### src/design/hpb_pkg.sv
`default_nettype none
package hpb_pkg;

  localparam int TEMP_WIDTH_DEF     = 10;
  localparam int INTEGRAL_LIMIT_DEF = 100;
  localparam int DUTY_MAX_DEF       = 10000;

  localparam int GAIN_WIDTH  = 16;
  localparam int INTEG_WIDTH = 8;
  localparam int QUEUE_DEPTH = 4;
  localparam int CFG_AW      = 5;
  localparam int CFG_DW      = 32;

  typedef enum logic [2:0] {
    REG_TARGET = 3'd0,
    REG_KP     = 3'd1,
    REG_KI     = 3'd2,
    REG_KD     = 3'd3,
    REG_ENABLE = 3'd4
  } hpb_reg_e;

  typedef struct packed {
    logic full;
    logic empty;
  } hpb_qstat_t;

endpackage
`default_nettype wire

### src/design/hpb_front.sv
`default_nettype none
module hpb_front #(
  parameter int TEMP_WIDTH = 10
) (
  input  wire logic                  s_valid_i,
  input  wire logic [TEMP_WIDTH-1:0] meas_i,
  input  wire logic [TEMP_WIDTH-1:0] target_i,
  input  wire logic                  q_full_i,
  output logic                       s_ready_o,
  output logic                       push_o,
  output logic [TEMP_WIDTH+1:0]      entry_o
);

  localparam int EW = TEMP_WIDTH + 1;
  localparam int MW = TEMP_WIDTH + 4;

  logic [MW-1:0] meas_x10;
  logic [MW-1:0] target_x9;
  logic          boost;
  logic [EW-1:0] err;

  always_comb begin
    meas_x10  = (MW'(meas_i) << 3) + (MW'(meas_i) << 1);
    target_x9 = (MW'(target_i) << 3) + MW'(target_i);
    // boost below 90 percent of target, exact
    boost     = meas_x10 < target_x9;
    err       = {1'b0, target_i} - {1'b0, meas_i};
  end

  assign s_ready_o = !q_full_i;
  assign push_o    = s_valid_i && !q_full_i;
  assign entry_o   = {boost, err};

endmodule
`default_nettype wire

### src/design/hpb_queue.sv
`default_nettype none
module hpb_queue
  import hpb_pkg::*;
#(
  parameter int WIDTH = 12,
  parameter int DEPTH = QUEUE_DEPTH
) (
  input  wire logic             clk_i,
  input  wire logic             rst_ni,
  input  wire logic             push_i,
  input  wire logic [WIDTH-1:0] wdata_i,
  input  wire logic             pop_i,
  output logic      [WIDTH-1:0] rdata_o,
  output hpb_qstat_t            stat_o
);

  localparam int PW = (DEPTH > 1) ? $clog2(DEPTH) : 1;
  localparam int CW = $clog2(DEPTH + 1);
  localparam logic [PW-1:0] LastPtr = PW'(DEPTH - 1);
  localparam logic [CW-1:0] FullCnt = CW'(DEPTH);

  logic [WIDTH-1:0] mem_q [DEPTH];
  logic [PW-1:0]    wr_ptr_q, wr_ptr_d;
  logic [PW-1:0]    rd_ptr_q, rd_ptr_d;
  logic [CW-1:0]    cnt_q, cnt_d;
  logic             do_push, do_pop;

  always_comb begin
    do_push  = push_i && (cnt_q != FullCnt);
    do_pop   = pop_i && (cnt_q != '0);
    wr_ptr_d = wr_ptr_q;
    rd_ptr_d = rd_ptr_q;
    cnt_d    = cnt_q;
    if (do_push) begin
      wr_ptr_d = (wr_ptr_q == LastPtr) ? '0 : wr_ptr_q + 1'b1;
    end
    if (do_pop) begin
      rd_ptr_d = (rd_ptr_q == LastPtr) ? '0 : rd_ptr_q + 1'b1;
    end
    if (do_push && !do_pop) begin
      cnt_d = cnt_q + 1'b1;
    end else if (!do_push && do_pop) begin
      cnt_d = cnt_q - 1'b1;
    end
  end

  always_ff @(posedge clk_i or negedge rst_ni) begin
    if (!rst_ni) begin
      wr_ptr_q <= '0;
      rd_ptr_q <= '0;
      cnt_q    <= '0;
    end else begin
      wr_ptr_q <= wr_ptr_d;
      rd_ptr_q <= rd_ptr_d;
      cnt_q    <= cnt_d;
    end
  end

  always_ff @(posedge clk_i) begin
    if (do_push) begin
      mem_q[wr_ptr_q] <= wdata_i;
    end
  end

  assign rdata_o      = mem_q[rd_ptr_q];
  assign stat_o.full  = cnt_q == FullCnt;
  assign stat_o.empty = cnt_q == '0;

endmodule
`default_nettype wire

### src/design/hpb_back.sv
`default_nettype none
module hpb_back
  import hpb_pkg::*;
#(
  parameter int TEMP_WIDTH     = TEMP_WIDTH_DEF,
  parameter int INTEGRAL_LIMIT = INTEGRAL_LIMIT_DEF,
  parameter int DUTY_MAX       = DUTY_MAX_DEF,
  localparam int DW            = $clog2(DUTY_MAX + 1)
) (
  input  wire logic                  clk_i,
  input  wire logic                  rst_ni,
  input  wire logic                  q_empty_i,
  input  wire logic [TEMP_WIDTH+1:0] q_entry_i,
  output logic                       pop_o,
  input  wire logic [GAIN_WIDTH-1:0] kp_i,
  input  wire logic [GAIN_WIDTH-1:0] ki_i,
  input  wire logic [GAIN_WIDTH-1:0] kd_i,
  input  wire logic                  enable_i,
  output logic                       m_valid_o,
  input  wire logic                  m_ready_i,
  output logic [DW-1:0]              duty_o,
  output logic                       boosting_o
);

  localparam int EW  = TEMP_WIDTH + 1;
  localparam int IW  = INTEG_WIDTH;
  localparam int SW  = EW + 1;
  localparam int DFW = EW + 1;
  localparam int GW  = GAIN_WIDTH + 1;
  localparam int PPW = GW + EW;
  localparam int PIW = GW + IW;
  localparam int PDW = GW + DFW;
  localparam int NW  = PDW + 6;
  localparam int QW  = NW + 3;
  localparam logic signed [SW-1:0] LimPos = SW'(INTEGRAL_LIMIT);
  localparam logic signed [SW-1:0] LimNeg = -LimPos;
  localparam logic [QW-1:0] DutyMaxQ = QW'(DUTY_MAX);
  localparam logic [DW-1:0] DutyMaxW = DW'(DUTY_MAX);

  logic advance;

  // controller state
  logic signed [IW-1:0]  integ_q;
  logic signed [EW-1:0]  prev_e_q;

  // stage A: state update
  logic                  a_valid_q, a_boost_q;
  logic signed [EW-1:0]  a_e_q;
  logic signed [IW-1:0]  a_integ_q;
  logic signed [DFW-1:0] a_diff_q;

  // stage B: products
  logic                  b_valid_q, b_boost_q;
  logic signed [PPW-1:0] b_pkp_q;
  logic signed [PIW-1:0] b_pki_q;
  logic signed [PDW-1:0] b_pkd_q;

  // stage C: weighted sum
  logic                  c_valid_q, c_boost_q;
  logic signed [NW-1:0]  c_n_q;

  // output register
  logic                  m_valid_q, m_boost_q;
  logic [DW-1:0]         m_duty_q;

  logic                  h_boost;
  logic signed [EW-1:0]  h_e;
  logic signed [SW-1:0]  sum_raw;
  logic signed [IW-1:0]  sum_clamp;
  logic signed [DFW-1:0] diff;

  logic signed [GW-1:0]  kp_s, ki_s, kd_s;
  logic signed [NW-1:0]  n_kp, n_ki, n_kd, n_sum;
  logic [QW-1:0]         n5, quot;
  logic [DW-1:0]         duty_calc;

  assign advance = !m_valid_q || m_ready_i;
  assign pop_o   = advance && !q_empty_i;

  always_comb begin
    h_boost = q_entry_i[EW];
    h_e     = q_entry_i[EW-1:0];
    sum_raw = {{(SW-IW){integ_q[IW-1]}}, integ_q} + {h_e[EW-1], h_e};
    if (sum_raw > LimPos) begin
      sum_clamp = LimPos[IW-1:0];
    end else if (sum_raw < LimNeg) begin
      sum_clamp = LimNeg[IW-1:0];
    end else begin
      sum_clamp = sum_raw[IW-1:0];
    end
    diff = {prev_e_q[EW-1], prev_e_q} - {h_e[EW-1], h_e};
  end

  always_comb begin
    kp_s = {1'b0, kp_i};
    ki_s = {1'b0, ki_i};
    kd_s = {1'b0, kd_i};
  end

  always_comb begin
    n_kp  = {{(NW-PPW){b_pkp_q[PPW-1]}}, b_pkp_q};
    n_ki  = {{(NW-PIW){b_pki_q[PIW-1]}}, b_pki_q};
    n_kd  = {{(NW-PDW){b_pkd_q[PDW-1]}}, b_pkd_q};
    n_sum = (n_kp <<< 3) + (n_kp <<< 1) + n_ki + n_kd;
  end

  always_comb begin
    // duty = floor(5*N/128) for positive N
    n5   = {3'b000, c_n_q} + {1'b0, c_n_q, 2'b00};
    quot = n5 >> 7;
    if (c_boost_q) begin
      duty_calc = DutyMaxW;
    end else if (c_n_q[NW-1] || (c_n_q == '0)) begin
      duty_calc = '0;
    end else if (quot > DutyMaxQ) begin
      duty_calc = DutyMaxW;
    end else begin
      duty_calc = quot[DW-1:0];
    end
    if (!enable_i) begin
      duty_calc = '0;
    end
  end

  always_ff @(posedge clk_i or negedge rst_ni) begin
    if (!rst_ni) begin
      integ_q   <= '0;
      prev_e_q  <= '0;
      a_valid_q <= 1'b0;
      b_valid_q <= 1'b0;
      c_valid_q <= 1'b0;
      m_valid_q <= 1'b0;
    end else if (advance) begin
      a_valid_q <= !q_empty_i;
      b_valid_q <= a_valid_q;
      c_valid_q <= b_valid_q;
      m_valid_q <= c_valid_q;
      // boost words leave the state untouched
      if (!q_empty_i && !h_boost) begin
        integ_q  <= sum_clamp;
        prev_e_q <= h_e;
      end
    end
  end

  always_ff @(posedge clk_i) begin
    if (advance) begin
      a_boost_q <= h_boost;
      a_e_q     <= h_e;
      a_integ_q <= sum_clamp;
      a_diff_q  <= diff;
      b_boost_q <= a_boost_q;
      b_pkp_q   <= kp_s * a_e_q;
      b_pki_q   <= ki_s * a_integ_q;
      b_pkd_q   <= kd_s * a_diff_q;
      c_boost_q <= b_boost_q;
      c_n_q     <= n_sum;
      m_boost_q <= c_boost_q;
      m_duty_q  <= duty_calc;
    end
  end

  assign m_valid_o  = m_valid_q;
  assign duty_o     = m_duty_q;
  assign boosting_o = m_boost_q;

endmodule
`default_nettype wire

### src/design/heater_pid_with_boost.sv
// Heater PID controller with integral clamp and boost.
// An accepted word is written to the queue, then passes the state update, gain
// product, weighted sum and saturation registers before its output is valid.
// Throughput: one word per cycle while the output is not stalled; for non-boost
// words, integral and previous error update in the cycle the word leaves the
// queue, and an output stall freezes the back pipeline while the four-word
// queue absorbs input.
// Reset (rst_ni low, asynchronous): configuration registers, integral and
// previous error clear to zero; the queue empties and no output word is pending.
`default_nettype none
module heater_pid_with_boost
  import hpb_pkg::*;
#(
  parameter int TEMP_WIDTH     = TEMP_WIDTH_DEF,
  parameter int INTEGRAL_LIMIT = INTEGRAL_LIMIT_DEF,
  parameter int DUTY_MAX       = DUTY_MAX_DEF,
  localparam int DW            = $clog2(DUTY_MAX + 1),
  localparam int IN_TW         = ((TEMP_WIDTH + 7) / 8) * 8,
  localparam int OUT_TW        = ((DW + 7) / 8) * 8
) (
  input  wire logic              clk_i,
  input  wire logic              rst_ni,
  input  wire logic              psel,
  input  wire logic              penable,
  input  wire logic              pwrite,
  input  wire logic [CFG_AW-1:0] paddr,
  input  wire logic [CFG_DW-1:0] pwdata,
  output logic      [CFG_DW-1:0] prdata,
  output logic                   pready,
  input  wire logic              s_axis_tvalid_i,
  output logic                   s_axis_tready_o,
  input  wire logic [IN_TW-1:0]  s_axis_tdata_i,   // [TEMP_WIDTH-1:0] measured_temp
  output logic                   m_axis_tvalid_o,
  input  wire logic              m_axis_tready_i,
  output logic [OUT_TW-1:0]      m_axis_tdata_o,   // [DW-1:0] duty
  output logic                   m_axis_tuser_o    // [0] boosting
);

  localparam int EntW = TEMP_WIDTH + 2;

  logic [TEMP_WIDTH-1:0] target_q;
  logic [GAIN_WIDTH-1:0] kp_q, ki_q, kd_q;
  logic                  enable_q;

  logic       cfg_wr;
  hpb_reg_e   cfg_idx;
  hpb_qstat_t q_stat;
  logic       push, pop;
  logic [EntW-1:0] push_entry, head_entry;
  logic [DW-1:0]   duty;

  assign pready  = 1'b1;
  assign cfg_wr  = psel && penable && pwrite && pready;
  assign cfg_idx = hpb_reg_e'(paddr[4:2]);

  always_ff @(posedge clk_i or negedge rst_ni) begin
    if (!rst_ni) begin
      target_q <= '0;
      kp_q     <= '0;
      ki_q     <= '0;
      kd_q     <= '0;
      enable_q <= 1'b0;
    end else if (cfg_wr) begin
      unique case (cfg_idx)
        REG_TARGET: target_q <= pwdata[TEMP_WIDTH-1:0];
        REG_KP:     kp_q     <= pwdata[GAIN_WIDTH-1:0];
        REG_KI:     ki_q     <= pwdata[GAIN_WIDTH-1:0];
        REG_KD:     kd_q     <= pwdata[GAIN_WIDTH-1:0];
        REG_ENABLE: enable_q <= pwdata[0];
        default: ;
      endcase
    end
  end

  always_comb begin
    unique case (cfg_idx)
      REG_TARGET: prdata = CFG_DW'(target_q);
      REG_KP:     prdata = CFG_DW'(kp_q);
      REG_KI:     prdata = CFG_DW'(ki_q);
      REG_KD:     prdata = CFG_DW'(kd_q);
      REG_ENABLE: prdata = CFG_DW'(enable_q);
      default:    prdata = '0;
    endcase
  end

  hpb_front #(
    .TEMP_WIDTH (TEMP_WIDTH)
  ) u_front (
    .s_valid_i (s_axis_tvalid_i),
    .meas_i    (s_axis_tdata_i[TEMP_WIDTH-1:0]),
    .target_i  (target_q),
    .q_full_i  (q_stat.full),
    .s_ready_o (s_axis_tready_o),
    .push_o    (push),
    .entry_o   (push_entry)
  );

  hpb_queue #(
    .WIDTH (EntW),
    .DEPTH (QUEUE_DEPTH)
  ) u_queue (
    .clk_i   (clk_i),
    .rst_ni  (rst_ni),
    .push_i  (push),
    .wdata_i (push_entry),
    .pop_i   (pop),
    .rdata_o (head_entry),
    .stat_o  (q_stat)
  );

  hpb_back #(
    .TEMP_WIDTH     (TEMP_WIDTH),
    .INTEGRAL_LIMIT (INTEGRAL_LIMIT),
    .DUTY_MAX       (DUTY_MAX)
  ) u_back (
    .clk_i      (clk_i),
    .rst_ni     (rst_ni),
    .q_empty_i  (q_stat.empty),
    .q_entry_i  (head_entry),
    .pop_o      (pop),
    .kp_i       (kp_q),
    .ki_i       (ki_q),
    .kd_i       (kd_q),
    .enable_i   (enable_q),
    .m_valid_o  (m_axis_tvalid_o),
    .m_ready_i  (m_axis_tready_i),
    .duty_o     (duty),
    .boosting_o (m_axis_tuser_o)
  );

  assign m_axis_tdata_o = OUT_TW'(duty);

  a_duty_range: assert property (@(posedge clk_i) disable iff (!rst_ni)
    m_axis_tvalid_o |-> (duty <= DW'(DUTY_MAX)))
    else $error("duty above maximum");

  a_boost_duty: assert property (@(posedge clk_i) disable iff (!rst_ni)
    (m_axis_tvalid_o && m_axis_tuser_o) |-> (duty == DW'(DUTY_MAX) || duty == '0))
    else $error("boost word without full or zero duty");

  a_queue_fill: assert property (@(posedge clk_i) disable iff (!rst_ni)
    (s_axis_tvalid_i && s_axis_tready_o && q_stat.empty) |=> !q_stat.empty)
    else $error("accepted word lost in queue");

  a_queue_stat: assert property (@(posedge clk_i) disable iff (!rst_ni)
    !(q_stat.full && q_stat.empty))
    else $error("queue both full and empty");

endmodule
`default_nettype wire
### config.mk
export PLATFORM = sky130hd
export DESIGN_NAME = heater_pid_with_boost
export DESIGN_NICKNAME = d
export VERILOG_FILES = /design/src/design/hpb_pkg.sv /design/src/design/hpb_front.sv /design/src/design/hpb_queue.sv /design/src/design/hpb_back.sv /design/src/design/heater_pid_with_boost.sv
export SDC_FILE = /design/constraint.sdc
export NUM_CORES = 2
export LEC_CHECK = 0
export ABC_AREA = 1
export CELL_PAD_IN_SITES_DETAIL_PLACEMENT = 0
export CELL_PAD_IN_SITES_GLOBAL_PLACEMENT = 1
export CORE_MARGIN = 2
export CORE_UTILIZATION = 55
export CTS_CLUSTER_DIAMETER = 50
export DETAILED_ROUTE_END_ITERATION = 16
export DONT_BUFFER_PORTS = 1
export HOLD_SLACK_MARGIN = 0.03
export PLACE_DENSITY = 0.88
export REMOVE_ABC_BUFFERS = 1
export SYNTH_ARGS = -nofsm -noshare
export SYNTH_HDL_FRONTEND = slang
export SYNTH_SLANG_ARGS = --single-unit
### constraint.sdc
create_clock -name clk_i -period 8 [get_ports clk_i]
set_input_delay 0.8 -clock clk_i [delete_from_list [all_inputs] [get_ports clk_i]]
set_output_delay 0.8 -clock clk_i [all_outputs]
set_load 0.01 [all_outputs]
==> flow_summary_export.csv <==
group,metric,value,unit
outcome,status,"complete, no violations",
worst_setup_path,cp-start-kind,"flip-flop",
floorplanning,dieHeight,261,um
floorplanning,io_pins,112,
worst_setup_path,crit_slowest_cell,"fa_1",
worst_setup_path,crit_path_end_kind,"flip-flop",
clock_network,clock-sinks,303,
clock_network,ctsResizeCount,0,
worst_setup_path,cpMostUsedCell,"fa_1",
synth,synth-warning-count,0,
final_layout,final_common_cell,"nand2_1",
final_layout,drive_gt1_frac,0.0348,
floorplanning,start_util,0.555,
global_routing,track_usage,0.270,
clock_network,cts_tree,"built",
global_routing,antenna_found_initial,0,
final_layout,final_net_count,5254,
final_layout,final_cell_mix,"1107 x nand2_1, 1004 x inv_1, 388 x ha_1, 387 x fa_1, 224 x a21oi_1",
worst_setup_path,critical_path.max_stage_delay,0.55,ns
synth,async_flop_share,0.294,
clock_network,clock_latency,0.61,ns
synth,syn_area,36500,um^2
global_routing,grt_overflow,0,
placed_design,portBuffers,0,
global_routing,grt_pass1_vias,28300,
sta,drv_slew,0,
sta,holdWs,0.0708,ns
routing,drtIter0Drc,1670,
clock_network,cts_max_level,2,
synth,synth_cells,4490,
clock_network,clockBufferDepth,3,
global_routing,grt_max_degree,90,
clock_network,cts.reportedPaths.clkPinSlew,0.06,ns
sta,period_needed,5.87,ns
sta,setup_viol,0,
worst_setup_path,crit_family,"adder cells",
worst_setup_path,path_buf_inv,3,
worst_setup_path,path_max_fanout,15,
sta,slew_headroom,0.242,
sta,rsz0062_at_grt,"no",
clock_network,cts_made_buffers,45,
final_layout,antenna_cells,0,
worst_setup_path,required,8.32,ns
synth,synth_edf_count,214,
worst_hold_path,hp-class,"in2async",
floorplanning,core_area,65700,um^2
routing,final_antenna_net_count,0,
global_routing,grt_first_pass_wirelength,146000,um
final_layout,area_growth,6.07,%
routing,drt_pass1_iterations,5,
synth,ys_seq_elements,303,
floorplanning,die_w,261,um
routing,post_drt_wl_per_cell,16.7,um
sta,fmax,170,MHz
placed_design,hpwl,71900,um
clock_network,clockRootBuffer,"clkbuf_16",
worst_setup_path,worst-endpoint-arrival,6.18,ns
sta,finClkSkew,0.0440,ns
sta,setup_tns,0,ns
sta,fin_crit_sh,0.734,
sta,tightest_slew,1.13,ns
worst_setup_path,crit_chain,"inv_1 > nor2_1 > fa_1 > fa_1 > fa_1 > fa_1 > inv_1 > fa_1 > inv_1 > ha_1 > nand2_1 > nor4_1 > nand4_1 > nand3_1 > nand3_1 > nand2_1 > a31oi_1 > xor2_1",
synth,ys_seq_area_frac,0.237,
routing,wirelength,88700,um
worst_setup_path,worstSetupPathType,"reg2reg",
routing,drt-vias-per-instance,5.20,
placed_design,gp_congestion,0.959,
routing,drc,0,
sta,finalHoldViolCount,0,
floorplanning,rows,94,
synth,synth_ff_type,"edfxtp_1",
floorplanning,dieArea,68400,um^2
synth,postSynthAreaPerCell,8.12,um^2
routing,vias,27600,
run,maxCapViolCount,0,
synth,yosysUniqueCellTypes,49,
-- what timing repair did --
| item | in CTS | in global routing |
|---|---|---|
| setup buffers | 0 | 0 |
| hold buffers | 1 | 0 |
| setup endpoints to repair | 0 | 0 |
| hold endpoints to repair | 89 | 0 |
-- cells in the mapped netlist (5+ instances only) --
library cell | instances | area, um^2
ha_1 | 388 | 4850
a32oi_1 | 10 | 87.6
nand4_1 | 29 | 181
a31oi_1 | 15 | 93.8
xnor2_1 | 61 | 534
clkbuf_1 | 126 | 473
nor4_1 | 20 | 125
nand3b_1 | 6 | 45.0
o21bai_1 | 17 | 128
buf_4 | 19 | 143
buf_1 | 6 | 22.5
xor2_1 | 116 | 1020
nand3_2 | 5 | 50.1
a21oi_1 | 224 | 1120
dfrtp_1 | 89 | 2230
nand2_2 | 11 | 68.8
nand3_1 | 109 | 546
o211ai_1 | 10 | 75.1
inv_1 | 1005 | 3770
a21o_1 | 16 | 120
o21ai_1 | 8 | 40.0
o21ai_0 | 194 | 971
nor2_1 | 194 | 728
nand2_1 | 1107 | 4160
o21a_1 | 5 | 37.5
fa_1 | 387 | 7750
edfxtp_1 | 214 | 6430
nor3_1 | 23 | 115
a21boi_0 | 10 | 75.1
or2_2 | 20 | 125
nor2_2 | 7 | 43.8
-- final cells by class --
type                    instances  area [um^2]
inverters                    1009         3790
fillers                      5954        27100
repair buffers                 17          148
multi-input cells            3043        23500
flip-flops and latches        303         8650
clock inverters                30          388
well taps                     864         1080
clock buffers                  53         1160
-- cell families after synthesis --
group           after synthesis  share of synthesized area
other cells                   2                   0.000206
xor+xnor                    177                     0.0425
fa+ha+maj                   775                      0.346
compound gates              531                     0.0801
simple gates               1541                      0.173
flops                       303                      0.237
buf+inv                    1161                      0.122
-- metal layers --
metal,wire (um),GRT usage
met5,0,0
met4,3460,0.102
met3,3620,0.0291
met2,43000,0.471
met1,38500,0.347
-- path summary, 6_finish.rpt --
kind / startpoint / to / slack, ns / depth (start not counted)
max in group asynchronous: rst_ni / enable_q / 7.48 / 1
max reg2reg: u_back.a_e_q[10] / u_back.b_pkp_q[25] / 2.13 / 18
min in group clk_i: pwdata[14] / kp_q[14] / 0.38 / 2
max: u_back.a_e_q[10] / u_back.b_pkp_q[25] / 2.13 / 18
min: rst_ni / u_back.integ_q[4] / 0.07 / 1
min reg2reg: u_back.a_boost_q / u_back.b_boost_q / 0.42 / 0
-- through the flow --
| step | instance area, um^2 | setup WS, ns | instances | utilization |
|---|---|---|---|---|
| 3_5_place_dp | 37100 | 2.18 | 5235 | 0.564 |
| 6_report | 38700 | 2.13 | 5319 | 0.588 |
| 4_1_cts | 38700 | 2.14 | 5319 | 0.588 |
| 3_3_place_gp | 37100 | 2.22 | 5235 | 0.564 |
| 5_1_grt | 38700 | 1.74 | 5319 | 0.588 |
| 2_1_floorplan | 35900 | 2.80 | 4355 | - |
-- sequential cells by signal (all words and copies together) (netlist names), 3 cells and up --
signal	cells
u_queue.mem_q	48
ki_q	16
u_back.a_e_q	11
u_back.a_diff_q	12
u_back.c_n_q	35
u_back.integ_q	8
kp_q	16
u_back.b_pki_q	25
target_q	10
u_back.duty_o	14
u_back.b_pkd_q	29
u_back.a_integ_q	8
kd_q	16
u_queue.cnt_q	3
u_back.b_pkp_q	28
u_back.prev_e_q	11
Power is not shown: default switching activity piles up to over one toggle a cycle in this logic, so the estimate is an artifact.
